### src/msd_pkg.sv
// Shared constants, types and sequencer states for the multiword short divider.
package msd_pkg;

  localparam int WORD_W         = 32;
  localparam int DIGIT_BITS_DEF = 32;
  localparam int STEP_CNT_W     = $clog2(WORD_W + 1);

  typedef enum logic [2:0] {
    S_IDLE,
    S_PRE,
    S_LOAD_MAIN,
    S_MAIN,
    S_WAIT
  } state_t;

  // Command from the sequencer to the shift-subtract core.
  typedef struct packed {
    logic                  load;
    logic [WORD_W-1:0]     rem_init;
    logic [WORD_W-1:0]     bits;
    logic [STEP_CNT_W-1:0] steps;
  } core_cmd_t;

  typedef struct packed {
    logic busy;
    logic last_step;
  } core_stat_t;

endpackage

### src/msd_if.sv
// Channel interfaces: dividend digits in, quotient words out.
interface msd_in_if;
  logic                        valid;
  logic                        ready;
  logic [msd_pkg::WORD_W-1:0]  digit;
  logic                        last_digit;

  modport source (output valid, output digit, output last_digit, input ready);
  modport sink   (input valid, input digit, input last_digit, output ready);
endinterface

interface msd_out_if;
  logic                        valid;
  logic                        ready;
  logic [msd_pkg::WORD_W-1:0]  quotient_digit;
  logic [msd_pkg::WORD_W-1:0]  final_remainder;
  logic                        is_last;
  logic                        divide_by_zero;

  modport source (output valid, output quotient_digit, output final_remainder,
                  output is_last, output divide_by_zero, input ready);
  modport sink   (input valid, input quotient_digit, input final_remainder,
                  input is_last, input divide_by_zero, output ready);
endinterface

### src/msd_core.sv
// Radix-2 restoring shift-subtract core: one quotient bit per cycle.
module msd_core (
  input  logic                                clk,
  input  logic                                rst,
  input  msd_pkg::core_cmd_t                  cmd,
  input  logic [msd_pkg::WORD_W-1:0]          divisor,
  output msd_pkg::core_stat_t                 stat,
  output logic [msd_pkg::WORD_W-1:0]          rem,
  output logic [msd_pkg::WORD_W-1:0]          quo
);

  logic                              busy;
  logic [msd_pkg::STEP_CNT_W-1:0]    cnt;
  logic [msd_pkg::WORD_W-1:0]        bits;
  logic [msd_pkg::WORD_W:0]          trial;
  logic [msd_pkg::WORD_W:0]          diff;
  logic                              ge;

  // shift the next dividend bit into the partial remainder and try a subtract
  always_comb begin
    trial = {rem, bits[msd_pkg::WORD_W-1]};
    diff  = trial - {1'b0, divisor};
    ge    = trial >= {1'b0, divisor};
  end

  always_ff @(posedge clk) begin
    if (rst) begin
      busy <= 1'b0;
      cnt  <= '0;
    end else if (cmd.load) begin
      busy <= 1'b1;
      cnt  <= cmd.steps;
    end else if (busy) begin
      cnt <= cnt - 1'b1;
      if (cnt == msd_pkg::STEP_CNT_W'(1)) begin
        busy <= 1'b0;
      end
    end
  end

  always_ff @(posedge clk) begin
    if (cmd.load) begin
      rem  <= cmd.rem_init;
      bits <= cmd.bits;
      quo  <= '0;
    end else if (busy) begin
      rem  <= ge ? diff[msd_pkg::WORD_W-1:0] : trial[msd_pkg::WORD_W-1:0];
      bits <= {bits[msd_pkg::WORD_W-2:0], 1'b0};
      quo  <= {quo[msd_pkg::WORD_W-2:0], ge};
    end
  end

  assign stat.busy      = busy;
  assign stat.last_step = busy && (cnt == msd_pkg::STEP_CNT_W'(1));

endmodule

### src/multiword_short_divider.sv
// Top level: sequencer, divisor and running remainder, output word register.
//
//  channel    dir  handshake      payload
//  dividend   in   valid/ready    digit[31:0], last_digit
//  quotient   out  valid/ready    quotient_digit, final_remainder, is_last,
//                                 divide_by_zero
//  cfg        in   cfg_we         cfg_data[31:0] -> divisor
//
// Each word runs DIGIT_BITS steps through the one-bit-per-cycle shift-subtract
// core before the next accept. If the running remainder is not below
// the divisor (divisor changed mid-dividend), a 32-step reduction pass runs
// first. A zero divisor skips the core and goes straight to the output wait.
// rst is synchronous: divisor returns to 1, running remainder to 0.
// A result waiting in the output register does not block the next accept; a
// second result waits in the core until the register frees.
module multiword_short_divider #(
  parameter int DIGIT_BITS = msd_pkg::DIGIT_BITS_DEF
) (
  input  logic                         clk,
  input  logic                         rst,
  msd_in_if.sink                       dividend,
  msd_out_if.source                    quotient,
  input  logic                         cfg_we,
  input  logic [msd_pkg::WORD_W-1:0]   cfg_data
);

  localparam logic [msd_pkg::WORD_W-1:0] QMASK =
    msd_pkg::WORD_W'((64'd1 << DIGIT_BITS) - 64'd1);

  msd_pkg::state_t                 state;
  msd_pkg::state_t                 state_next;
  msd_pkg::core_cmd_t              cmd;
  msd_pkg::core_stat_t             core_stat;
  logic [msd_pkg::WORD_W-1:0]      core_rem;
  logic [msd_pkg::WORD_W-1:0]      core_quo;

  logic [msd_pkg::WORD_W-1:0]      divisor;
  logic [msd_pkg::WORD_W-1:0]      running_rem;
  logic [msd_pkg::WORD_W-1:0]      digit_q;
  logic                            last_q;
  logic                            dbz_q;
  logic                            sat_q;

  logic                            accept;
  logic                            dbz_now;
  logic                            rem_big;
  logic                            out_free;
  logic                            out_load;

  assign accept   = dividend.valid && dividend.ready;
  assign dbz_now  = divisor == '0;
  assign rem_big  = running_rem >= divisor;
  assign out_free = !quotient.valid || quotient.ready;

  // next state
  always_comb begin
    state_next = state;
    unique case (state)
      msd_pkg::S_IDLE: begin
        if (accept) begin
          if (dbz_now) begin
            state_next = msd_pkg::S_WAIT;
          end else if (rem_big) begin
            state_next = msd_pkg::S_PRE;
          end else begin
            state_next = msd_pkg::S_MAIN;
          end
        end
      end
      msd_pkg::S_PRE: begin
        if (core_stat.last_step) begin
          state_next = msd_pkg::S_LOAD_MAIN;
        end
      end
      msd_pkg::S_LOAD_MAIN: state_next = msd_pkg::S_MAIN;
      msd_pkg::S_MAIN: begin
        if (core_stat.last_step) begin
          state_next = msd_pkg::S_WAIT;
        end
      end
      msd_pkg::S_WAIT: begin
        if (out_free) begin
          state_next = msd_pkg::S_IDLE;
        end
      end
      default: state_next = msd_pkg::S_IDLE;
    endcase
  end

  // outputs of the sequencer
  always_comb begin
    cmd            = '0;
    dividend.ready = 1'b0;
    out_load       = 1'b0;
    unique case (state)
      msd_pkg::S_IDLE: begin
        dividend.ready = 1'b1;
        if (dividend.valid && !dbz_now) begin
          cmd.load = 1'b1;
          if (rem_big) begin
            // reduce the stale remainder modulo the divisor first
            cmd.rem_init = '0;
            cmd.bits     = running_rem;
            cmd.steps    = msd_pkg::STEP_CNT_W'(msd_pkg::WORD_W);
          end else begin
            cmd.rem_init = running_rem;
            cmd.bits     = dividend.digit << (msd_pkg::WORD_W - DIGIT_BITS);
            cmd.steps    = msd_pkg::STEP_CNT_W'(DIGIT_BITS);
          end
        end
      end
      msd_pkg::S_LOAD_MAIN: begin
        cmd.load     = 1'b1;
        cmd.rem_init = core_rem;
        cmd.bits     = digit_q << (msd_pkg::WORD_W - DIGIT_BITS);
        cmd.steps    = msd_pkg::STEP_CNT_W'(DIGIT_BITS);
      end
      msd_pkg::S_WAIT: out_load = out_free;
      msd_pkg::S_PRE, msd_pkg::S_MAIN: ;
      default: ;
    endcase
  end

  always_ff @(posedge clk) begin
    if (rst) begin
      state         <= msd_pkg::S_IDLE;
      divisor       <= msd_pkg::WORD_W'(1);
      running_rem   <= '0;
      quotient.valid <= 1'b0;
    end else begin
      state <= state_next;
      if (cfg_we) begin
        divisor <= cfg_data;
      end
      if (out_load) begin
        quotient.valid <= 1'b1;
        running_rem    <= (dbz_q || last_q) ? '0 : core_rem;
      end else if (quotient.ready) begin
        quotient.valid <= 1'b0;
      end
    end
  end

  always_ff @(posedge clk) begin
    if (accept) begin
      digit_q <= dividend.digit;
      last_q  <= dividend.last_digit;
      dbz_q   <= dbz_now;
      sat_q   <= rem_big;
    end
    if (out_load) begin
      quotient.quotient_digit  <= dbz_q ? '0 : (sat_q ? QMASK : (core_quo & QMASK));
      quotient.final_remainder <= (dbz_q || !last_q) ? '0 : core_rem;
      quotient.is_last         <= !dbz_q && last_q;
      quotient.divide_by_zero  <= dbz_q;
    end
  end

  msd_core u_core (
    .clk     (clk),
    .rst     (rst),
    .cmd     (cmd),
    .divisor (divisor),
    .stat    (core_stat),
    .rem     (core_rem),
    .quo     (core_quo)
  );

  a_load_idle: assert property (@(posedge clk) disable iff (rst)
    cmd.load |-> !core_stat.busy)
    else $error("core loaded while busy");

  a_step_state: assert property (@(posedge clk) disable iff (rst)
    core_stat.busy |-> (state == msd_pkg::S_PRE || state == msd_pkg::S_MAIN))
    else $error("core running outside a division pass");

  a_rem_below: assert property (@(posedge clk) disable iff (rst)
    (state == msd_pkg::S_WAIT && !dbz_q) |-> core_rem < divisor)
    else $error("partial remainder not below divisor");

  a_out_word: assert property (@(posedge clk) disable iff (rst)
    out_load |=> quotient.valid && state == msd_pkg::S_IDLE)
    else $error("result word not presented");

endmodule

### src/flat_wrapper.sv
// flat-port wrapper written by rule: the top's interface ports become plain ports
module multiword_short_divider_flat 
#(
  parameter int DIGIT_BITS = msd_pkg::DIGIT_BITS_DEF
)
  (clk, rst, cfg_we, cfg_data, dividend_valid, dividend_digit, dividend_last_digit, dividend_ready, quotient_valid, quotient_quotient_digit, quotient_final_remainder, quotient_is_last, quotient_divide_by_zero, quotient_ready);
  msd_in_if dividend_i ();
  msd_out_if quotient_i ();
  input  logic clk;
  input  logic rst;
  input  logic cfg_we;
  input  logic [msd_pkg::WORD_W-1:0] cfg_data;
  input wire logic [$bits(dividend_i.valid)-1:0] dividend_valid;
  input wire logic [$bits(dividend_i.digit)-1:0] dividend_digit;
  input wire logic [$bits(dividend_i.last_digit)-1:0] dividend_last_digit;
  output wire logic [$bits(dividend_i.ready)-1:0] dividend_ready;
  output wire logic [$bits(quotient_i.valid)-1:0] quotient_valid;
  output wire logic [$bits(quotient_i.quotient_digit)-1:0] quotient_quotient_digit;
  output wire logic [$bits(quotient_i.final_remainder)-1:0] quotient_final_remainder;
  output wire logic [$bits(quotient_i.is_last)-1:0] quotient_is_last;
  output wire logic [$bits(quotient_i.divide_by_zero)-1:0] quotient_divide_by_zero;
  input wire logic [$bits(quotient_i.ready)-1:0] quotient_ready;
  assign dividend_i.valid = dividend_valid;
  assign dividend_i.digit = dividend_digit;
  assign dividend_i.last_digit = dividend_last_digit;
  assign dividend_ready = dividend_i.ready;
  assign quotient_valid = quotient_i.valid;
  assign quotient_quotient_digit = quotient_i.quotient_digit;
  assign quotient_final_remainder = quotient_i.final_remainder;
  assign quotient_is_last = quotient_i.is_last;
  assign quotient_divide_by_zero = quotient_i.divide_by_zero;
  assign quotient_i.ready = quotient_ready;
  multiword_short_divider #(.DIGIT_BITS(DIGIT_BITS)) u_core (.clk(clk), .rst(rst), .dividend(dividend_i), .quotient(quotient_i), .cfg_we(cfg_we), .cfg_data(cfg_data));
endmodule
### config.mk
export PLATFORM = sky130hd
export DESIGN_NAME = multiword_short_divider_flat
export DESIGN_NICKNAME = d
export VERILOG_FILES = /design/src/msd_pkg.sv /design/src/msd_if.sv /design/src/msd_core.sv /design/src/multiword_short_divider.sv /design/src/flat_wrapper.sv
export SDC_FILE = /design/constraint.sdc
export NUM_CORES = 1
export LEC_CHECK = 0
export CORE_MARGIN = 2
export CORE_UTILIZATION = 35
export DETAILED_ROUTE_END_ITERATION = 10
export DONT_BUFFER_PORTS = 1
export SLEW_MARGIN = 20
export SYNTH_ARGS = -nofsm -noshare
export SYNTH_HDL_FRONTEND = slang
export SYNTH_SLANG_ARGS = --single-unit
### constraint.sdc
create_clock -name clk -period 6.7 [get_ports clk]
set_input_delay 0.335 -clock clk [delete_from_list [all_inputs] [get_ports clk]]
set_output_delay 0.335 -clock clk [all_outputs]
set_load 0.03 [all_outputs]
==> flow_summary_export.csv <==
group,metric,value,unit
setup_path,crit_type,"flop to flop",
synth,synth_most_common_cell,"nor2_1",
cells_and_area,area_delta_synth_final,17.53,%
synth,synth_ff_type,"edfxtp_1",
synth,syn_area,13790,sq um
floorplan,pin_count,138,
setup_path,cp-start-kind,"flop",
min_path,worst_hold_path_type,"primary input to flop",
clocking,cts-root-buf,"clkbuf_16",
setup_path,r2r_start,"u_core.u_core.rem[11]",
synth,ys_seq_area_share,51.45,%
global_route,use_met3,3.002,%
clocking,path_clk_slew,0.06,ns
setup_path,required,7.02,ns
setup_path,critPathTopFamily,"compound AO/OA/AOI/OAI gates",
synth,yosys-top-cells-count,"nor2_1 (180), edfxtp_1 (165), mux2i_1 (118)",
placement,portBuffers,0,
clocking,cts_setup_buffers,0,
sta,worst_pin_slew,1.042,ns
synth,synthTopCellsByArea,"edfxtp_1 (36%), dfxtp_1 (16%), mux2i_1 (8.6%)",
min_path,hold_path_depth,2,
clocking,htree_levels,1,
setup_path,critical_path_arrival,3.89,ns
min_path,holdPathEnd,"u_core.u_core.bits[9]",
setup_path,slowest_delay,0.51,ns
clocking,cts_tree,"built",
cells_and_area,fin_area,16210,sq um
placement,placed_area,14230,sq um
sta,hold_viol_final,0,
setup_path,cp-end-kind,"flop",
clocking,cts_buffer_depth,3,
cells_and_area,insertedDiodeCount,0,
power,p_int,4.023,mW
global_route,grt_first_pass_wirelength,58150,um
sta,hold_ws,0.02618,ns
global_route,grt_antenna_before_repair,0,
sta,fmax,0.2803,GHz
power,power_leakage,6.337,nW
synth,syn_nets,1471,
cells_and_area,nNetsFinal,1536,
power,switching_share,36.39,%
setup_path,r2r_slack,3.13,ns
floorplan,die_h,202.5,um
power,ir_worst_vdd,0.2255,mV
sta,slew_headroom,30.14,%
setup_path,r2r.worst_path.cells,10,
detailed_routing,vias_per_cell,5.311,
job,max-cap-violations,0,
sta,period_needed,3.568,ns
synth,ys_types,74,
detailed_routing,routedWlPerCell,19.24,um
detailed_routing,drcViolationCount,0,
power,clkPwrFrac,25.7,%
synth,yosysWarnings,0,
power,power_density,390.1,nW/um^2
synth,netlist_instances,1334,
floorplan,rows,72,
cells_and_area,seqCellArea,7101,sq um
synth,synth_top_area_share,35.92,%
detailed_routing,drtAntennaViolNets,0,
power,seq_power_share,37.2,%
synth,yosysTopAreaCell,"edfxtp_1",
sta,timing.final.max_slew_violations,0,
global_route,gr-max-usage-layer,"met2",
min_path,hp-start,"dividend_digit[9]",
setup_path,path_buf_inv,2,
status,status,"complete, no violations",
global_route,grt_usage,17.86,%
floorplan,coreArea,38740,sq um
placement,gp_congestion,0.8750,
sta,clock_skew,0.01694,ns
global_route,grt_start_max_net_pins,76,
global_route,first_global_vias,10060,
sta,setup-violations-final,0,
detailed_routing,drt-initial-drc-count,856,
clocking,clock-sinks,272,
synth,syn_area_per_cell,10.34,sq um
setup_path,worst_path_max_delay_cell,"edfxtp_1",
cells_and_area,multi_input_area,6203,sq um
detailed_routing,firstDrtPassIters,5,
floorplan,die_x,202.5,um
setup_path,r2r-end,"u_core.u_core.rem[16]",
sta,tns,0,ns
cells_and_area,drive_above_1_share,6.114,%
global_route,grt_overflow,0,
clocking,clkLatencyLatePin,0.57,ns
floorplan,dieArea,41020,sq um
detailed_routing,vias,10310,
global_route,grt_use_met2,28.07,%
global_route,grt_use_met1,25.51,%
synth,synth_edf_count,165,
cells_and_area,finalCoreUtilization,41.85,%
setup_path,cp_max_fo,38,
synth,async_flop_share,0,%
sta,rsz0062_at_grt,"no",
power,combinationalPowerShare,37.2,%
placement,place_hpwl,26270,um
sta,fin_crit_sh,53.26,%
cells_and_area,final.fill_count,3766,
synth,ys_seq_elements,272,
detailed_routing,route.final.wire_length,37340,um
floorplan,start_util,35.61,%
clocking,cts_buffers,30,
power,p_switching,2.302,mW
setup_path,crit_chain,"ha_1 -> inv_1 -> nor4_2 -> o211ai_1 -> a21oi_2 -> o21ai_2 -> o211ai_4 -> buf_4 -> nor2_1 -> a221o_1",
-- per-layer routing --
metal	up-vias	wire length, um
li1	4958	-
met1	4982	17360
met2	328	16850
met3	40	2400
met4	0	728
met5	-	0
-- through the flow --
step	setup WS (ns)	std cells	power (mW)
3_3_place_gp	3.207	1787	4.607
3_5_place_dp	3.144	1787	4.637
6_report	3.132	1941	6.325
4_1_cts	3.117	1941	6.337
2_1_floorplan	3.376	1334	4.082
5_1_grt	2.999	1941	6.693
-- flip-flops by register name, indices dropped and copies added (netlist names) --
name / cells
u_core.u_core.bits: 32
u_core.quotient.quotient_digit: 32
u_core.u_core.cnt: 6
u_core.u_core.busy: 1
u_core.u_core.rem: 32
u_core.dbz_q: 1
u_core.digit_q: 32
u_core.sat_q: 1
u_core.quotient.valid: 1
u_core.quotient.final_remainder: 32
u_core.quotient.is_last: 1
u_core.running_rem: 32
u_core.divisor: 32
u_core.last_q: 1
u_core.state: 3
u_core.quotient.divide_by_zero: 1
u_core.u_core.quo: 32
-- cell type report --
type / count / area share, %
repair buffers: 111 / 6.760
flip-flops and latches: 272 / 43.80
inverters: 48 / 1.119
clock inverters: 12 / 0.6714
well taps: 518 / 3.998
clock buffers: 44 / 5.394
multi-input cells: 936 / 38.26
-- worst max-delay path by stage --
stage	endpoint	start	cells after the start	slack, ns
finish	u_core.u_core.rem[16]	u_core.u_core.rem[11]	10	3.13
global route	u_core.u_core.rem[25]	u_core.u_core.rem[9]	10	3.00
CTS	u_core.u_core.rem[16]	u_core.u_core.rem[11]	10	3.12
detailed placement	u_core.u_core.rem[16]	u_core.u_core.rem[11]	10	3.14
global placement	u_core.u_core.rem[29]	u_core.u_core.rem[23]	10	3.21
floorplan	u_core.quotient.divide_by_zero	u_core.state[0]	4	3.38
-- cell usage in the layout (no fill, tap or decap), types with 11 or more instances in the layout --
| cell type | n |
|---|---|
| clkbuf_16 | 31 |
| o21ai_0 | 24 |
| inv_1 | 47 |
| mux2i_1 | 118 |
| nand3_1 | 46 |
| and2_1 | 36 |
| a22oi_1 | 33 |
| a21oi_1 | 83 |
| dlygate4sd3_1 | 97 |
| xnor2_1 | 21 |
| nand2_1 | 92 |
| nand4_1 | 17 |
| nor3_1 | 11 |
| nor2_1 | 178 |
| dfxtp_1 | 106 |
| buf_4 | 13 |
| ha_1 | 66 |
| o21ai_1 | 51 |
| edfxtp_1 | 165 |
| a21o_1 | 20 |
-- kinds of logic (layout without fill, tap and decap cells) --
family,after synthesis,count (layout),share of synthesized area (%)
AND/OR/NAND/NOR,438,438,14.70
XOR/XNOR,29,29,1.841
adder cells (fa/ha/maj),67,67,6.132
flip-flops,272,272,51.45
buffers and inverters,126,215,3.846
AO/OA/AOI/OAI,284,284,13.47
multiplexers,118,118,8.562
-- power groups by stage --
stage	clock network, mW	logic (mW)	registers [mW]
3_3_place_gp	0	2.23	2.37
2_1_floorplan	0	1.83	2.25
6_report	1.62	2.35	2.35
5_1_grt	1.73	2.59	2.37
3_5_place_dp	0	2.25	2.38
4_1_cts	1.66	2.33	2.35
-- timing repair --
action,4_1_cts,5_1_grt
resized for setup,0,0
endpoints found under the hold margin,109,0
hold buffers,98,0
No activity file was read; power rests on OpenSTA's default activity.
